$ cat src/rtl/pbap_pkg.sv
// Shared types, constants and the page-rounding helper of the pyramid buffer address planner.
// No dependencies; every other file imports this package.
package pbap_pkg;

	// Layout constants
	localparam int DS_LAYERS  = 24;
	localparam int US_LAYERS  = 6;
	localparam int PAGE_BYTES = 4096;
	localparam int MAX_DIM    = 4096;
	localparam int PAGE_BITS  = $clog2(PAGE_BYTES);

	// Field and datapath widths
	localparam int KIND_W     = 2;
	localparam int IDX_W      = 5;
	localparam int DIM_W      = 13;
	localparam int PAD_W      = DIM_W + 1;
	localparam int FACTOR_W   = 8;
	localparam int SIZE_W     = PAD_W + DIM_W;
	localparam int ADDR_W     = 32;
	localparam int CUR_W      = 33;
	localparam int CALC_W     = 35;
	localparam int CFG_IDX_W  = 3;
	localparam int CFG_DATA_W = 32;
	localparam int DS_MASK_W  = 24;
	localparam int US_MASK_W  = 6;
	localparam int MASK_EXT_W = 32;

	localparam logic [ADDR_W-1:0] BASE_RESET   = 32'h1000_0000;
	localparam logic [ADDR_W-1:0] REGION_RESET = 32'h0200_0000;
	localparam logic [CUR_W-1:0]  ADDR_TOP     = 33'h1_0000_0000;

	// Layer kinds; the fourth code is unused and treated as a skipped layer
	typedef enum logic [KIND_W-1:0] {
		KIND_SOURCE = 2'd0,
		KIND_DOWN   = 2'd1,
		KIND_UP     = 2'd2
	} kind_t;

	// Configuration register indexes
	typedef enum logic [CFG_IDX_W-1:0] {
		REG_BASE_ADDR    = 3'd0,
		REG_REGION_SIZE  = 3'd1,
		REG_DS_TOP_LAYER = 3'd2,
		REG_DS_UV_SKIP   = 3'd3,
		REG_US_ENABLE    = 3'd4,
		REG_US_UV_SKIP   = 3'd5
	} reg_idx_t;

	// Configuration as seen by the datapath
	typedef struct packed {
		logic [CUR_W-1:0]     base_aligned;
		logic [CUR_W-1:0]     limit;
		logic [IDX_W-1:0]     ds_top_layer;
		logic [DS_MASK_W-1:0] ds_uv_skip;
		logic [US_MASK_W-1:0] us_enable;
		logic [US_MASK_W-1:0] us_uv_skip;
	} cfg_t;

	// One layer item held in the input stage
	typedef struct packed {
		logic [KIND_W-1:0]   kind;
		logic [IDX_W-1:0]    layer_index;
		logic [DIM_W-1:0]    width;
		logic [DIM_W-1:0]    height;
		logic [FACTOR_W-1:0] scale_factor;
	} layer_t;

	// Placement decision for one layer
	typedef struct packed {
		logic              place;
		logic              uv_skip;
		logic              is_source;
		logic [SIZE_W-1:0] size;
	} plan_t;

	// Round up to the next page boundary
	function automatic logic [CALC_W-1:0] page_align(input logic [CALC_W-1:0] x);
		logic [CALC_W-1:0] s;
		s = x + CALC_W'(PAGE_BYTES - 1);
		return {s[CALC_W-1:PAGE_BITS], PAGE_BITS'(0)};
	endfunction

endpackage

$ cat src/rtl/pbap_layer_if.sv
// Layer item channel: valid/ready handshake with the layer description.
// Depends on pbap_pkg for field widths.
interface pbap_layer_if import pbap_pkg::*; ();
	logic                valid;
	logic                ready;
	logic [KIND_W-1:0]   kind;
	logic [IDX_W-1:0]    layer_index;
	logic [DIM_W-1:0]    width;
	logic [DIM_W-1:0]    height;
	logic [FACTOR_W-1:0] scale_factor;

	modport source (output valid, kind, layer_index, width, height, scale_factor,
		input ready);
	modport sink (input valid, kind, layer_index, width, height, scale_factor,
		output ready);
endinterface

$ cat src/rtl/pbap_plan_if.sv
// Result channel: valid/ready handshake with the planned plane addresses.
// Depends on pbap_pkg for field widths.
interface pbap_plan_if import pbap_pkg::*; ();
	logic              valid;
	logic              ready;
	logic [ADDR_W-1:0] y_addr;
	logic [ADDR_W-1:0] c_addr;
	logic              overflow;

	modport source (output valid, y_addr, c_addr, overflow, input ready);
	modport sink (input valid, y_addr, c_addr, overflow, output ready);
endinterface

$ cat src/rtl/pbap_cfg.sv
// Configuration registers of the planner, with the page-aligned base and the
// clamped region limit derived for the datapath. Depends on pbap_pkg.
module pbap_cfg import pbap_pkg::*; (
	input  logic                  clk,
	input  logic                  arst_n,
	input  logic                  cfg_wr_en,
	input  logic [CFG_IDX_W-1:0]  cfg_index,
	input  logic [CFG_DATA_W-1:0] cfg_wdata,
	output cfg_t                  cfg
);

	logic [ADDR_W-1:0]    base_q;
	logic [CUR_W-1:0]     base_aligned_q;
	logic [ADDR_W-1:0]    region_q;
	logic [IDX_W-1:0]     ds_top_q;
	logic [DS_MASK_W-1:0] ds_uv_skip_q;
	logic [US_MASK_W-1:0] us_enable_q;
	logic [US_MASK_W-1:0] us_uv_skip_q;
	logic [CUR_W-1:0]     end_sum;
	logic [CALC_W-1:0]    base_al_next;

	assign base_al_next = page_align(CALC_W'(cfg_wdata[ADDR_W-1:0]));

	// Decode writes; the aligned base is worked out when base is written
	always_ff @(posedge clk or negedge arst_n) begin
		if (!arst_n) begin
			base_q         <= BASE_RESET;
			base_aligned_q <= CUR_W'(BASE_RESET);
			region_q       <= REGION_RESET;
			ds_top_q       <= '0;
			ds_uv_skip_q   <= '0;
			us_enable_q    <= '0;
			us_uv_skip_q   <= '0;
		end else if (cfg_wr_en) begin
			unique case (cfg_index)
				REG_BASE_ADDR: begin
					base_q         <= cfg_wdata[ADDR_W-1:0];
					base_aligned_q <= base_al_next[CUR_W-1:0];
				end
				REG_REGION_SIZE:  region_q     <= cfg_wdata[ADDR_W-1:0];
				REG_DS_TOP_LAYER: ds_top_q     <= cfg_wdata[IDX_W-1:0];
				REG_DS_UV_SKIP:   ds_uv_skip_q <= cfg_wdata[DS_MASK_W-1:0];
				REG_US_ENABLE:    us_enable_q  <= cfg_wdata[US_MASK_W-1:0];
				REG_US_UV_SKIP:   us_uv_skip_q <= cfg_wdata[US_MASK_W-1:0];
				default: ;
			endcase
		end
	end

	// Clamp the region end to the top of the 32-bit space
	assign end_sum = {1'b0, base_q} + {1'b0, region_q};

	always_comb begin
		cfg.base_aligned = base_aligned_q;
		cfg.limit        = (end_sum > ADDR_TOP) ? ADDR_TOP : end_sum;
		cfg.ds_top_layer = ds_top_q;
		cfg.ds_uv_skip   = ds_uv_skip_q;
		cfg.us_enable    = us_enable_q;
		cfg.us_uv_skip   = us_uv_skip_q;
	end

endmodule

$ cat src/rtl/pbap_decode.sv
// Layer decode: skip rules, chroma bypass, width padding and plane size.
// Depends on pbap_pkg.
module pbap_decode import pbap_pkg::*; (
	input  layer_t layer_in,
	input  cfg_t   cfg,
	output plan_t  plan_out
);

	logic [DIM_W-1:0]      w_clamp;
	logic [DIM_W-1:0]      h_clamp;
	logic [PAD_W-1:0]      w_pad;
	logic [PAD_W-1:0]      w_use;
	logic [MASK_EXT_W-1:0] ds_skip_ext;
	logic [MASK_EXT_W-1:0] us_en_ext;
	logic [MASK_EXT_W-1:0] us_skip_ext;
	logic                  ds_in_range;
	logic                  us_in_range;
	logic                  ds_bypass;
	logic                  place;
	logic                  uv_skip;

	// Saturate oversize dimensions, pad scaled widths to 16
	assign w_clamp = (layer_in.width > DIM_W'(MAX_DIM)) ? DIM_W'(MAX_DIM) : layer_in.width;
	assign h_clamp = (layer_in.height > DIM_W'(MAX_DIM)) ? DIM_W'(MAX_DIM) : layer_in.height;
	assign w_pad   = (PAD_W'(w_clamp) + PAD_W'(15)) & ~PAD_W'(15);

	// Masks read as zero beyond their width
	assign ds_skip_ext = MASK_EXT_W'(cfg.ds_uv_skip);
	assign us_en_ext   = MASK_EXT_W'(cfg.us_enable);
	assign us_skip_ext = MASK_EXT_W'(cfg.us_uv_skip);

	assign ds_in_range = ({1'b0, layer_in.layer_index} < (IDX_W + 1)'(DS_LAYERS))
		&& (layer_in.layer_index <= cfg.ds_top_layer);
	assign us_in_range = {1'b0, layer_in.layer_index} < (IDX_W + 1)'(US_LAYERS);
	assign ds_bypass   = (layer_in.layer_index[1:0] != 2'd0)
		&& (layer_in.scale_factor == '0);

	// Decide whether the layer is placed and whether it has a chroma plane
	always_comb begin
		place   = 1'b0;
		uv_skip = 1'b0;
		w_use   = w_pad;
		case (layer_in.kind)
			KIND_SOURCE: begin
				place = 1'b1;
				w_use = PAD_W'(w_clamp);
			end
			KIND_DOWN: begin
				place   = ds_in_range && !ds_bypass;
				uv_skip = ds_skip_ext[layer_in.layer_index];
			end
			KIND_UP: begin
				place   = us_in_range && us_en_ext[layer_in.layer_index];
				uv_skip = us_skip_ext[layer_in.layer_index];
			end
			default: ;
		endcase
	end

	always_comb begin
		plan_out.place     = place;
		plan_out.uv_skip   = uv_skip;
		plan_out.is_source = (layer_in.kind == KIND_SOURCE);
		plan_out.size      = SIZE_W'(w_use) * SIZE_W'(h_clamp);
	end

endmodule

$ cat src/rtl/pbap_cursor.sv
// Layout cursor, latched limit, sticky overflow and the result register.
// Depends on pbap_pkg.
module pbap_cursor import pbap_pkg::*; (
	input  logic              clk,
	input  logic              arst_n,
	input  logic              advance,
	input  plan_t             plan_in,
	input  cfg_t              cfg,
	output logic [ADDR_W-1:0] y_addr,
	output logic [ADDR_W-1:0] c_addr,
	output logic              overflow
);

	logic [CUR_W-1:0]  cursor_q;
	logic [CUR_W-1:0]  limit_q;
	logic              ovf_q;
	logic [ADDR_W-1:0] y_q;
	logic [ADDR_W-1:0] c_q;
	logic              ovf_out_q;

	logic [CUR_W-1:0]  cur_base;
	logic [CUR_W-1:0]  lim;
	logic              ovf_in;
	logic [CALC_W-1:0] c_start;
	logic [CALC_W-1:0] end_raw;
	logic [CALC_W-1:0] end_al;
	logic              active;
	logic              hit;
	logic              commit;
	logic              ovf_next;
	logic [CUR_W-1:0]  cursor_next;

	// A source item restarts from the aligned base and the current limit
	assign cur_base = plan_in.is_source ? cfg.base_aligned : cursor_q;
	assign lim      = plan_in.is_source ? cfg.limit : limit_q;
	assign ovf_in   = plan_in.is_source ? 1'b0 : ovf_q;

	// Place luma, then chroma at half size unless skipped, then realign
	assign c_start = CALC_W'(cur_base) + CALC_W'(plan_in.size);
	assign end_raw = plan_in.uv_skip ? c_start
		: c_start + CALC_W'(plan_in.size >> 1);
	assign end_al  = page_align(end_raw);

	assign active      = plan_in.place && !ovf_in;
	assign hit         = end_al >= CALC_W'(lim);
	assign commit      = active && !hit;
	assign ovf_next    = ovf_in || (active && hit);
	assign cursor_next = commit ? end_al[CUR_W-1:0] : cur_base;

	// Advance layout state on each transfer out of the input stage
	always_ff @(posedge clk or negedge arst_n) begin
		if (!arst_n) begin
			cursor_q <= '0;
			limit_q  <= '0;
			ovf_q    <= 1'b0;
		end else if (advance) begin
			cursor_q <= cursor_next;
			limit_q  <= lim;
			ovf_q    <= ovf_next;
		end
	end

	// Result register
	always_ff @(posedge clk) begin
		if (advance) begin
			y_q       <= commit ? cur_base[ADDR_W-1:0] : '0;
			c_q       <= (commit && !plan_in.uv_skip) ? c_start[ADDR_W-1:0] : '0;
			ovf_out_q <= ovf_next;
		end
	end

	assign y_addr   = y_q;
	assign c_addr   = c_q;
	assign overflow = ovf_out_q;

endmodule

$ cat src/rtl/pyramid_buffer_address_planner.sv
// Top level of the pyramid buffer address planner: input stage, decode,
// cursor and result register. Depends on pbap_pkg, the channel interfaces,
// pbap_cfg, pbap_decode and pbap_cursor.
//
//  channel   | kind             | carries
//  ----------+------------------+----------------------------------------------
//  layer     | valid/ready sink | kind, layer_index, width, height, scale_factor
//  plan      | valid/ready src  | y_addr, c_addr, overflow
//  cfg_*     | write only       | cfg_index, cfg_wdata under cfg_wr_en
//
// One layer per cycle while the result channel is not stalled; a result is
// registered after its layer has passed through the input register.
// The cursor update (multiply, two adds, page rounding and limit compare)
// is combinational from the input register into the result register.
// A stalled result holds in the result register while one more layer waits
// in the input register. Reset clears the cursor, limit and overflow flag.
module pyramid_buffer_address_planner import pbap_pkg::*; (
	input  logic                  clk,
	input  logic                  arst_n,
	pbap_layer_if.sink            layer,
	pbap_plan_if.source           plan,
	input  logic                  cfg_wr_en,
	input  logic [CFG_IDX_W-1:0]  cfg_index,
	input  logic [CFG_DATA_W-1:0] cfg_wdata
);

	cfg_t   cfg;
	layer_t layer_s1;
	logic   valid_s1;
	logic   plan_valid_q;
	logic   plan_free;
	logic   advance;
	plan_t  dec;

	pbap_cfg u_cfg (
		.clk       (clk),
		.arst_n    (arst_n),
		.cfg_wr_en (cfg_wr_en),
		.cfg_index (cfg_index),
		.cfg_wdata (cfg_wdata),
		.cfg       (cfg)
	);

	// Handshake: the input stage drains whenever the result register can take
	assign plan_free   = !plan_valid_q || plan.ready;
	assign advance     = valid_s1 && plan_free;
	assign layer.ready = !valid_s1 || advance;

	always_ff @(posedge clk or negedge arst_n) begin
		if (!arst_n) begin
			valid_s1     <= 1'b0;
			plan_valid_q <= 1'b0;
		end else begin
			if (layer.ready) begin
				valid_s1 <= layer.valid;
			end
			if (plan_free) begin
				plan_valid_q <= valid_s1;
			end
		end
	end

	// Capture the layer on each input transfer
	always_ff @(posedge clk) begin
		if (layer.valid && layer.ready) begin
			layer_s1.kind         <= layer.kind;
			layer_s1.layer_index  <= layer.layer_index;
			layer_s1.width        <= layer.width;
			layer_s1.height       <= layer.height;
			layer_s1.scale_factor <= layer.scale_factor;
		end
	end

	pbap_decode u_decode (
		.layer_in (layer_s1),
		.cfg      (cfg),
		.plan_out (dec)
	);

	pbap_cursor u_cursor (
		.clk      (clk),
		.arst_n   (arst_n),
		.advance  (advance),
		.plan_in  (dec),
		.cfg      (cfg),
		.y_addr   (plan.y_addr),
		.c_addr   (plan.c_addr),
		.overflow (plan.overflow)
	);

	assign plan.valid = plan_valid_q;

endmodule

$ cat src/flat_wrapper.sv
// flat-port wrapper written by rule: the top's interface ports become plain ports
module pyramid_buffer_address_planner_flat import pbap_pkg::*;
  (clk, arst_n, cfg_wr_en, cfg_index, cfg_wdata, layer_valid, layer_kind, layer_layer_index, layer_width, layer_height, layer_scale_factor, layer_ready, plan_valid, plan_y_addr, plan_c_addr, plan_overflow, plan_ready);
  pbap_layer_if layer_i ();
  pbap_plan_if plan_i ();
  input  logic clk;
  input  logic arst_n;
  input  logic cfg_wr_en;
  input  logic [CFG_IDX_W-1:0] cfg_index;
  input  logic [CFG_DATA_W-1:0] cfg_wdata;
  input wire logic [$bits(layer_i.valid)-1:0] layer_valid;
  input wire logic [$bits(layer_i.kind)-1:0] layer_kind;
  input wire logic [$bits(layer_i.layer_index)-1:0] layer_layer_index;
  input wire logic [$bits(layer_i.width)-1:0] layer_width;
  input wire logic [$bits(layer_i.height)-1:0] layer_height;
  input wire logic [$bits(layer_i.scale_factor)-1:0] layer_scale_factor;
  output wire logic [$bits(layer_i.ready)-1:0] layer_ready;
  output wire logic [$bits(plan_i.valid)-1:0] plan_valid;
  output wire logic [$bits(plan_i.y_addr)-1:0] plan_y_addr;
  output wire logic [$bits(plan_i.c_addr)-1:0] plan_c_addr;
  output wire logic [$bits(plan_i.overflow)-1:0] plan_overflow;
  input wire logic [$bits(plan_i.ready)-1:0] plan_ready;
  assign layer_i.valid = layer_valid;
  assign layer_i.kind = layer_kind;
  assign layer_i.layer_index = layer_layer_index;
  assign layer_i.width = layer_width;
  assign layer_i.height = layer_height;
  assign layer_i.scale_factor = layer_scale_factor;
  assign layer_ready = layer_i.ready;
  assign plan_valid = plan_i.valid;
  assign plan_y_addr = plan_i.y_addr;
  assign plan_c_addr = plan_i.c_addr;
  assign plan_overflow = plan_i.overflow;
  assign plan_i.ready = plan_ready;
  pyramid_buffer_address_planner u_core (.clk(clk), .arst_n(arst_n), .layer(layer_i), .plan(plan_i), .cfg_wr_en(cfg_wr_en), .cfg_index(cfg_index), .cfg_wdata(cfg_wdata));
endmodule
$ cat config.mk
export PLATFORM = sky130hd
export DESIGN_NAME = pyramid_buffer_address_planner_flat
export DESIGN_NICKNAME = d
export VERILOG_FILES = /design/src/rtl/pbap_pkg.sv /design/src/rtl/pbap_layer_if.sv /design/src/rtl/pbap_plan_if.sv /design/src/rtl/pbap_cfg.sv /design/src/rtl/pbap_decode.sv /design/src/rtl/pbap_cursor.sv /design/src/rtl/pyramid_buffer_address_planner.sv /design/src/flat_wrapper.sv
export SDC_FILE = /design/constraint.sdc
export NUM_CORES = 1
export LEC_CHECK = 0
export BUFFER_PORTS_ARGS = -buffer_cell sky130_fd_sc_hd__buf_2
export CAP_MARGIN = 5
export CELL_PAD_IN_SITES_DETAIL_PLACEMENT = 0
export CELL_PAD_IN_SITES_GLOBAL_PLACEMENT = 2
export CORE_UTILIZATION = 36
export DETAILED_ROUTE_END_ITERATION = 7
export PLACE_DENSITY = 0.73
export SKIP_LAST_GASP = 1
export SLEW_MARGIN = 15
export SYNTH_ARGS = -nofsm -noshare
export SYNTH_HDL_FRONTEND = slang
export SYNTH_SLANG_ARGS = --single-unit
$ cat constraint.sdc
create_clock -name clk -period 13.1 [get_ports clk]
set_clock_uncertainty 0.1 [all_clocks]
set_input_delay 0.655 -clock clk [delete_from_list [all_inputs] [get_ports clk]]
set_output_delay 0.655 -clock clk [all_outputs]
set_load 0.02 [all_outputs]
==> Word level (Yosys, flattened, before mapping) <==
Cells that the tools add are included.
{ "op_classes": {"add_sub_neg": 6, "mul": 1, "magnitude_cmp": 8, "eq_ne": 7, "n_mux": 17, "reduce_logical": 29} }
{ "op_table": {"columns": ["cell", "n"], "rows": [
  ["33-bit two-way mux", 4],
  ["34-bit by 26-bit adder with 35-bit output", 1],
  ["35-bit by 12-bit adder with 35-bit output, second input constant", 1],
  ["35-bit by 33-bit >= comparator with 1-bit output", 1],
  ["35-bit two-way mux", 1],
  ["33-bit by 27-bit adder with 34-bit output", 1],
  ["32-bit by 12-bit adder with 33-bit output, second input constant", 1],
  ["32-bit by 32-bit adder with 33-bit output", 1],
  ["33-bit greater-than comparator, second input constant", 1],
  ["14-bit by 13-bit multiplier with 27-bit output", 1],
  ["13-bit greater-than comparator, second input constant", 2],
  ["13-bit two-way mux", 2],
  ["1-bit binary-select mux with 5-bit select", 3],
  ["13-bit by 4-bit adder with 14-bit output, second input constant", 1],
  ["14-bit two-way mux", 1],
  ["2-bit AND reduction", 6],
  ["1-bit logical AND", 10],
  ["8-bit zero test", 1],
  ["3-bit by 2-bit equality test with 1-bit output, second input constant", 2],
  ["3-bit equality test, second input constant", 2],
  ["1-bit zero test", 6],
  ["5-bit by 6-bit < comparator with 1-bit output, second input constant", 1],
  ["5-bit <= comparator", 1],
  ["5-bit by 3-bit < comparator with 1-bit output, second input constant", 1],
  ["11 further kinds", 16]
]} }
{ "totals": {"regBits": 301, "word_cells": 88} }

==> Longest topological paths before layout <==
{ "depth": {"ltp_word": 13, "ltp_mapped": 67} }

==> Cells and area by module <==
From an unflattened synthesis, not the netlist that was laid out.
{ "hier_totals": {"hier_cells": 2808, "hier_area_um2": 25864.8} }
{ "by_module_without_submodules": {"columns": ["mod", "n_inst", "cells_each", "area_per_inst_um2", "seq_area_each_um2"], "rows": [
  ["pbap_cursor", 1, 1217, 10746.6, 3628.5],
  ["pbap_cfg", 1, 721, 7030.5, 3156.8],
  ["pbap_decode", 1, 821, 6752.7, 0.0],
  ["pyramid_buffer_address_planner", 1, 49, 1335.0, 1281.2]
]} }

==> Worst setup path after synthesis <==
Ideal clock, no wire load.
{ "synth_path": {"path_kind": "register to register", "start": "register u_core.layer_s1[39] (netlist bit)", "end": "register u_core.u_cursor.cursor_q[22]", "setup_ns": 0.128, "arrival_time_ns": 13.364, "setup_slack_ns": -0.491, "path_stages_with_launch": 64, "path_buffers": 7, "path_cell_list": "edfxtp_1 -> inv_1 -> ha_1 -> buf_2 -> buf_4 -> nor3_1 -> nand3_1 -> nor2_1 -> xnor2_1 -> or2_2 -> clkbuf_1 -> nor2_1 -> fa_1 -> inv_1 -> fa_1 -> inv_1 -> fa_1 -> inv_1 -> (+28 left out) -> o22ai_1 -> xnor2_1 -> ha_1 -> a21o_1 -> a21o_1 -> a21oi_1 -> o211ai_1 -> a211oi_1 -> o21ai_0 -> nor2_1 -> o21ai_0 -> a31oi_1 -> nor2b_1 -> clkbuf_1 -> a21bo_2 -> buf_2 -> a221oi_1 -> nor2_1"} }
{ "synth_via": {"elab_chain_cells": 11} }
{ "synth_rtl": {"columns": ["element", "line", "source"], "rows": [
  ["start: declaration", "pyramid_buffer_address_planner.sv:28", "layer_t layer_s1;"],
  ["2-bit zero test (*)", "pbap_decode.sv:43, pbap_decode.sv:63", null],
  ["14-bit two-way mux", "pbap_decode.sv:43", "case (layer_in.kind)"],
  ["14-bit by 13-bit multiplier with 27-bit output", "pbap_decode.sv:64", "plan_out.size = SIZE_W'(w_use) * SIZE_W'(h_clamp);"],
  ["33-bit by 27-bit adder with 34-bit output (*)", "pbap_cursor.sv:39", "assign c_start = CALC_W'(cur_base) + CALC_W'(plan_in.size);"],
  ["via u_core.u_cursor.c_start[12]", "pbap_cursor.sv:24", "logic [CALC_W-1:0] c_start;"],
  ["34-bit by 26-bit adder with 35-bit output", "pbap_cursor.sv:41", ": c_start + CALC_W'(plan_in.size >> 1);"],
  ["35-bit two-way mux (*)", "pbap_cursor.sv:40", "assign end_raw = plan_in.uv_skip ? c_start"],
  ["35-bit by 12-bit adder with 35-bit output (*)", "pbap_pkg.sv:79", "s = x + CALC_W'(PAGE_BYTES - 1);"],
  ["35-bit by 33-bit >= comparator with 1-bit output", "pbap_cursor.sv:45", "assign hit = end_al >= CALC_W'(lim);"],
  ["1-bit zero test", "pbap_cursor.sv:46", "assign commit = active && !hit;"],
  ["1-bit logical AND", "pbap_cursor.sv:46", null],
  ["33-bit two-way mux (*)", "pbap_cursor.sv:48", "assign cursor_next = commit ? end_al[CUR_W-1:0] : cur_base;"],
  ["end signal: assignment", "pbap_cursor.sv:57", "cursor_q <= cursor_next;"],
  ["end: declaration", "pbap_cursor.sv:14", "logic [CUR_W-1:0] cursor_q;"]
]} }
Mark *: on every way through the listed nets, which the timed path passes. The rest lies on a longest branch.
A chain may end at the register's enable or synchronous reset.

==> Worst setup path after layout <==
{ "layout_path": {"start": "register u_core.layer_s1[24] (netlist bit)", "end": "register u_core.u_cursor.c_q[25], in the netlist u_core.u_cursor.c_addr[25] (data pin)"} }
{ "layout_via": {"elab_chain_cells": 13} }
{ "layout_rtl": {"columns": ["element", "line", "source"], "rows": [
  ["13-bit greater-than comparator", "pbap_decode.sv:23", "assign w_clamp = (layer_in.width > DIM_W'(MAX_DIM)) ? DIM_W'(MAX_DIM) : layer_in.width;"],
  ["13-bit two-way mux (*)", "pbap_decode.sv:23", null],
  ["13-bit by 4-bit adder with 14-bit output", "pbap_decode.sv:25", "assign w_pad = (PAD_W'(w_clamp) + PAD_W'(15)) & ~PAD_W'(15);"],
  ["14-bit two-way mux (*)", "pbap_decode.sv:43", null],
  ["14-bit by 13-bit multiplier with 27-bit output (*)", "pbap_decode.sv:64", null],
  ["33-bit by 27-bit adder with 34-bit output (*)", "pbap_cursor.sv:39", null],
  ["via u_core.u_cursor.c_start[17]", "pbap_cursor.sv:24", null],
  ["34-bit by 26-bit adder with 35-bit output", "pbap_cursor.sv:41", null],
  ["35-bit two-way mux (*)", "pbap_cursor.sv:40", null],
  ["35-bit by 12-bit adder with 35-bit output (*)", "pbap_pkg.sv:79", null],
  ["35-bit by 33-bit >= comparator with 1-bit output (*)", "pbap_cursor.sv:45", null],
  ["1-bit zero test (*)", "pbap_cursor.sv:46", null],
  ["1-bit logical AND (*)", "pbap_cursor.sv:46", null],
  ["1-bit logical AND (*)", "pbap_cursor.sv:67", "c_q <= (commit && !plan_in.uv_skip) ? c_start[ADDR_W-1:0] : '0;"],
  ["end signal: assignment", "pbap_cursor.sv:67", null],
  ["end: declaration", "pbap_cursor.sv:18", "logic [ADDR_W-1:0] c_q;"]
]} }
Marked as above.

==> impl_metrics.py <==
metrics = {
    "outcome": {
        "outcome": "complete, but fails checks",
        "violations": "negative hold slack",
    },
    "finish": {
        "fin_cells": 4177,
        "syn_to_final_growth_pct": 27.66,
        "layout-drive-gt1-share_pct": 29.60,
        "design_area_um2": 32620,
        "nFillCells": 6838,
        "nNetsFinal": 3608,
        "insertedDiodeCount": 0,
    },
    "worst_setup_path": {
        "cp_max_fo": 6,
        "start_kind": "register",
        "r2r-end": "u_core.u_cursor.c_addr[25]",
        "crit_path_end_kind": "register",
        "crit_top_cell": "fa_1",
        "arrival_ns": 12.83,
        "worstRegToRegCells": 62,
        "slowest_stage": "fa_1",
        "crit_type": "register to register",
        "cp.required_ns": 13.32,
        "worstReg2RegStart": "u_core.layer_s1[24]",
        "rrSetupSlack_ns": 0.48,
        "critPathMaxStageDelay_ns": 0.53,
    },
    "synthesis": {
        "synth_edf_count": 106,
        "synthArstFlopShare_pct": 64.78,
        "synth_area_um2": 25550,
        "seq_area_frac_synth_pct": 31.57,
        "postSynthCellCount": 2711,
        "muxShareOfSynthArea_pct": 6.728,
        "yosys_warnings": 0,
        "synth_cell_types": 109,
        "synthFlopType": "dfrtp_1",
        "synth-seq-cells": 301,
        "synth-compound-area-share_pct": 14.88,
        "syn_area_per_cell_um2": 9.426,
        "synth_xor_area_share_pct": 4.936,
        "synthAdderAreaFrac_pct": 19.65,
        "yosys.area_share.simple_pct": 16.61,
        "synth_top_family_by_area": "adder cells",
    },
    "clocking": {
        "cts_inserted_buffers": 40,
        "clockBufferDepth": 3,
        "cts_tree": "yes",
        "clock_sinks": 301,
        "cts-htree-levels": 2,
        "cts_hold_buf": 0,
        "root_buffer": "clkbuf_16",
        "clkLatencyLatePin_ns": 0.58,
        "path_clk_slew_ns": 0.05,
    },
    "routing": {
        "vias": 21537,
        "first_iter_violations": 1138,
        "drtAntennaViolNets": 0,
        "wl_per_cell_um": 19.04,
        "first_pass_iters": 5,
        "drc": 0,
        "wl_um": 79540,
        "avgViaCountPerCell": 5.156,
    },
    "global_routing": {
        "grt_use_total_pct": 22.14,
        "grt_antenna_before_repair": 1,
        "grt_max_degree": 76,
        "grt_pass1_wl_um": 124400,
        "overflow": 0,
        "grt_pass1_vias": 22414,
    },
    "sta": {
        "worstMarginPinSlew_ns": 1.020,
        "fin_hold_ws_ns": -0.003235,
        "min_period_ns": 12.62,
        "finalHoldViolCount": 2,
        "rsz0062_at_grt": "true",
        "slew_viol_final": 0,
        "max-slew-margin-rel_pct": 31.82,
        "fin_crit_sh_pct": 96.30,
        "timing.fmax_mhz": 79.27,
        "setup_viol": 0,
    },
    "die": {
        "rows": 97,
        "die_y_um": 268.4,
        "start_util_pct": 36.43,
        "io_pins": 148,
        "die_area_um2": 72050,
        "die_w_um": 268.4,
        "fp.coreArea_um2": 70150,
    },
    "placed_design": {
        "dp.cells": 4066,
        "dpl_cell_area_um2": 29860,
        "gp_congestion": 0.9374,
        "numPortBuffers": 147,
        "hpwl_um": 63350,
    },
    "hold_path": {
        "hold_class": "primary input to asynchronous set/reset pin",
    },
    "run": {
        "drv_cap": 0,
    },
}
==> Yosys cell counts, drive strengths merged, types with 7 or more instances <==
library cell	n	area [um2]
a211o	19	166.4
a211oi	19	147.6
a21boi	7	56.31
a21o	52	390.4
a21oi	157	804.5
a221o	7	70.07
a221oi	17	161.4
a22oi	12	90.09
a31oi	18	112.6
and2	47	294.0
and3	49	306.5
buf	35	219.0
clkbuf	68	255.2
dfrtp	192	4805
edfxtp	106	3183
fa	135	2703
ha	183	2290
inv	255	957.2
mux2	112	1261
mux2i	39	390.4
nand2	220	833.3
nand2b	40	250.2
nand3	56	285.3
nand4	20	125.1
nor2	284	1066
nor2b	46	287.8
nor3	47	255.3
nor4	19	118.9
o211ai	21	172.7
o21a	17	127.6
o21ai	97	485.5
o21bai	11	82.58
o31ai	12	108.9
or2	16	100.1
or3	12	75.07
xnor2	88	778.3
xor2	50	437.9
==> registers in the layout (all words and copies together), names as in the netlist, 5 cells and up <==
signal	cells
u_core.layer_s1	41
u_core.u_cursor.cursor_q	33
u_core.u_cursor.limit_q	33
u_core.u_cfg.base_q	32
u_core.u_cfg.region_q	32
u_core.u_cursor.c_addr	32
u_core.u_cursor.y_addr	32
u_core.u_cfg.ds_uv_skip_q	24
u_core.u_cfg.base_aligned_q	21
u_core.u_cfg.us_enable_q	6
u_core.u_cfg.us_uv_skip_q	6
u_core.u_cfg.ds_top_q	5
==> per-stage QoR <==
step / setup WS (ns) / hold slack (ns) / TNS, ns / util, %
2_1_floorplan: 0.005788 / 0.2594 / 0 / -
3_3_place_gp: -0.1675 / 0.3616 / -1.519 / 42.57
3_5_place_dp: -0.4573 / 0.3614 / -25.57 / 42.57
4_1_cts: 0.01775 / 0.01337 / 0 / 44.66
5_1_grt: -0.1842 / 0.03170 / -7.243 / 46.50
6_report: 0.4843 / -0.003235 / 0 / 46.50
==> area by class of cell <==
cell class	instances	area (um2)	share of cell area (%)
Inverter	255	958.4	2.938
Sequential cell	301	8066	24.73
Clock buffer	56	1121	3.437
Timing Repair Buffer	548	3897	11.95
Multi-Input combinational cell	2063	17250	52.89
Clock inverter	14	150.1	0.4602
Tap cell	940	1176	3.605
==> metal layers <==
metal	up-vias	GRT usage [%]	part of all wire, %
li1	10446	-	-
met1	10611	28.08	44
met2	358	39.33	50
met3	122	2.219	3.2
met4	0	7.187	3.1
met5	-	0	0
==> logic make-up (layout without fill, tap and decap cells) <==
family,Yosys count,count (layout)
and+or+nand+nor,884,884
AOI/OAI and AO/OA,551,551
buffers and inverters,358,873
adders and majority gates,321,321
DFF,301,301
muxes,154,154
xor gates and xnor gates,140,140
other,2,13
==> placed cells by master (no fill, tap or decap), types with 18 or more instances in the layout <==
cell type / Yosys / routed
clkbuf_16: 0 / 41
buf_2: 13 / 146
and2_1: 45 / 42
dfrtp_1: 192 / 192
fa_1: 135 / 132
o21ai_0: 85 / 69
nor2b_1: 46 / 44
nor2_1: 284 / 266
nand2_1: 219 / 214
xor2_1: 50 / 45
edfxtp_1: 106 / 106
o211ai_1: 18 / 18
nor3_1: 43 / 38
a21oi_1: 154 / 131
buf_4: 9 / 384
inv_1: 254 / 243
mux2_2: 112 / 111
ha_1: 183 / 156
mux2i_1: 39 / 38
nand3_1: 55 / 51
a21oi_2: 2 / 23
xnor2_1: 87 / 72
a21o_1: 52 / 52
nand4_1: 20 / 20
a211o_1: 19 / 18
ha_4: 0 / 21
and3_1: 49 / 46
nand2b_1: 40 / 40
==> worst max-delay path by stage <==
stage                        start                            to  cells past startpoint
2_1_floorplan  u_core.layer_s1[39]  u_core.u_cursor.cursor_q[22]                     63
3_3_place_gp   u_core.layer_s1[39]  u_core.u_cursor.cursor_q[30]                     58
3_5_place_dp   u_core.layer_s1[39]  u_core.u_cursor.cursor_q[30]                     61
4_1_cts        u_core.layer_s1[40]  u_core.u_cursor.cursor_q[31]                     59
5_1_grt        u_core.layer_s1[22]  u_core.u_cursor.cursor_q[31]                     62
6_report       u_core.layer_s1[24]    u_core.u_cursor.c_addr[25]                     62
==> worst max-delay path: cells and delay by family (launching register included) <==
family	cells	cell delay, ns
buf+inv	13	1.55
compound gates	18	2.89
xor+xnor	3	0.53
simple gates	19	3.08
fa+ha+maj	9	3.73
flops	1	0.43
==> timing repair <==
item                       CTS  global route
setup buffers                5            35
hold endpoints to repair     0             0
gates cloned                 0             1
resized for setup           33           207
pin swaps                   12           121
setup endpoints to repair   97            99
Power is left out: the tool's default activity adds up to more than one toggle a clock period on the data nets, which glitch-free logic cannot reach.
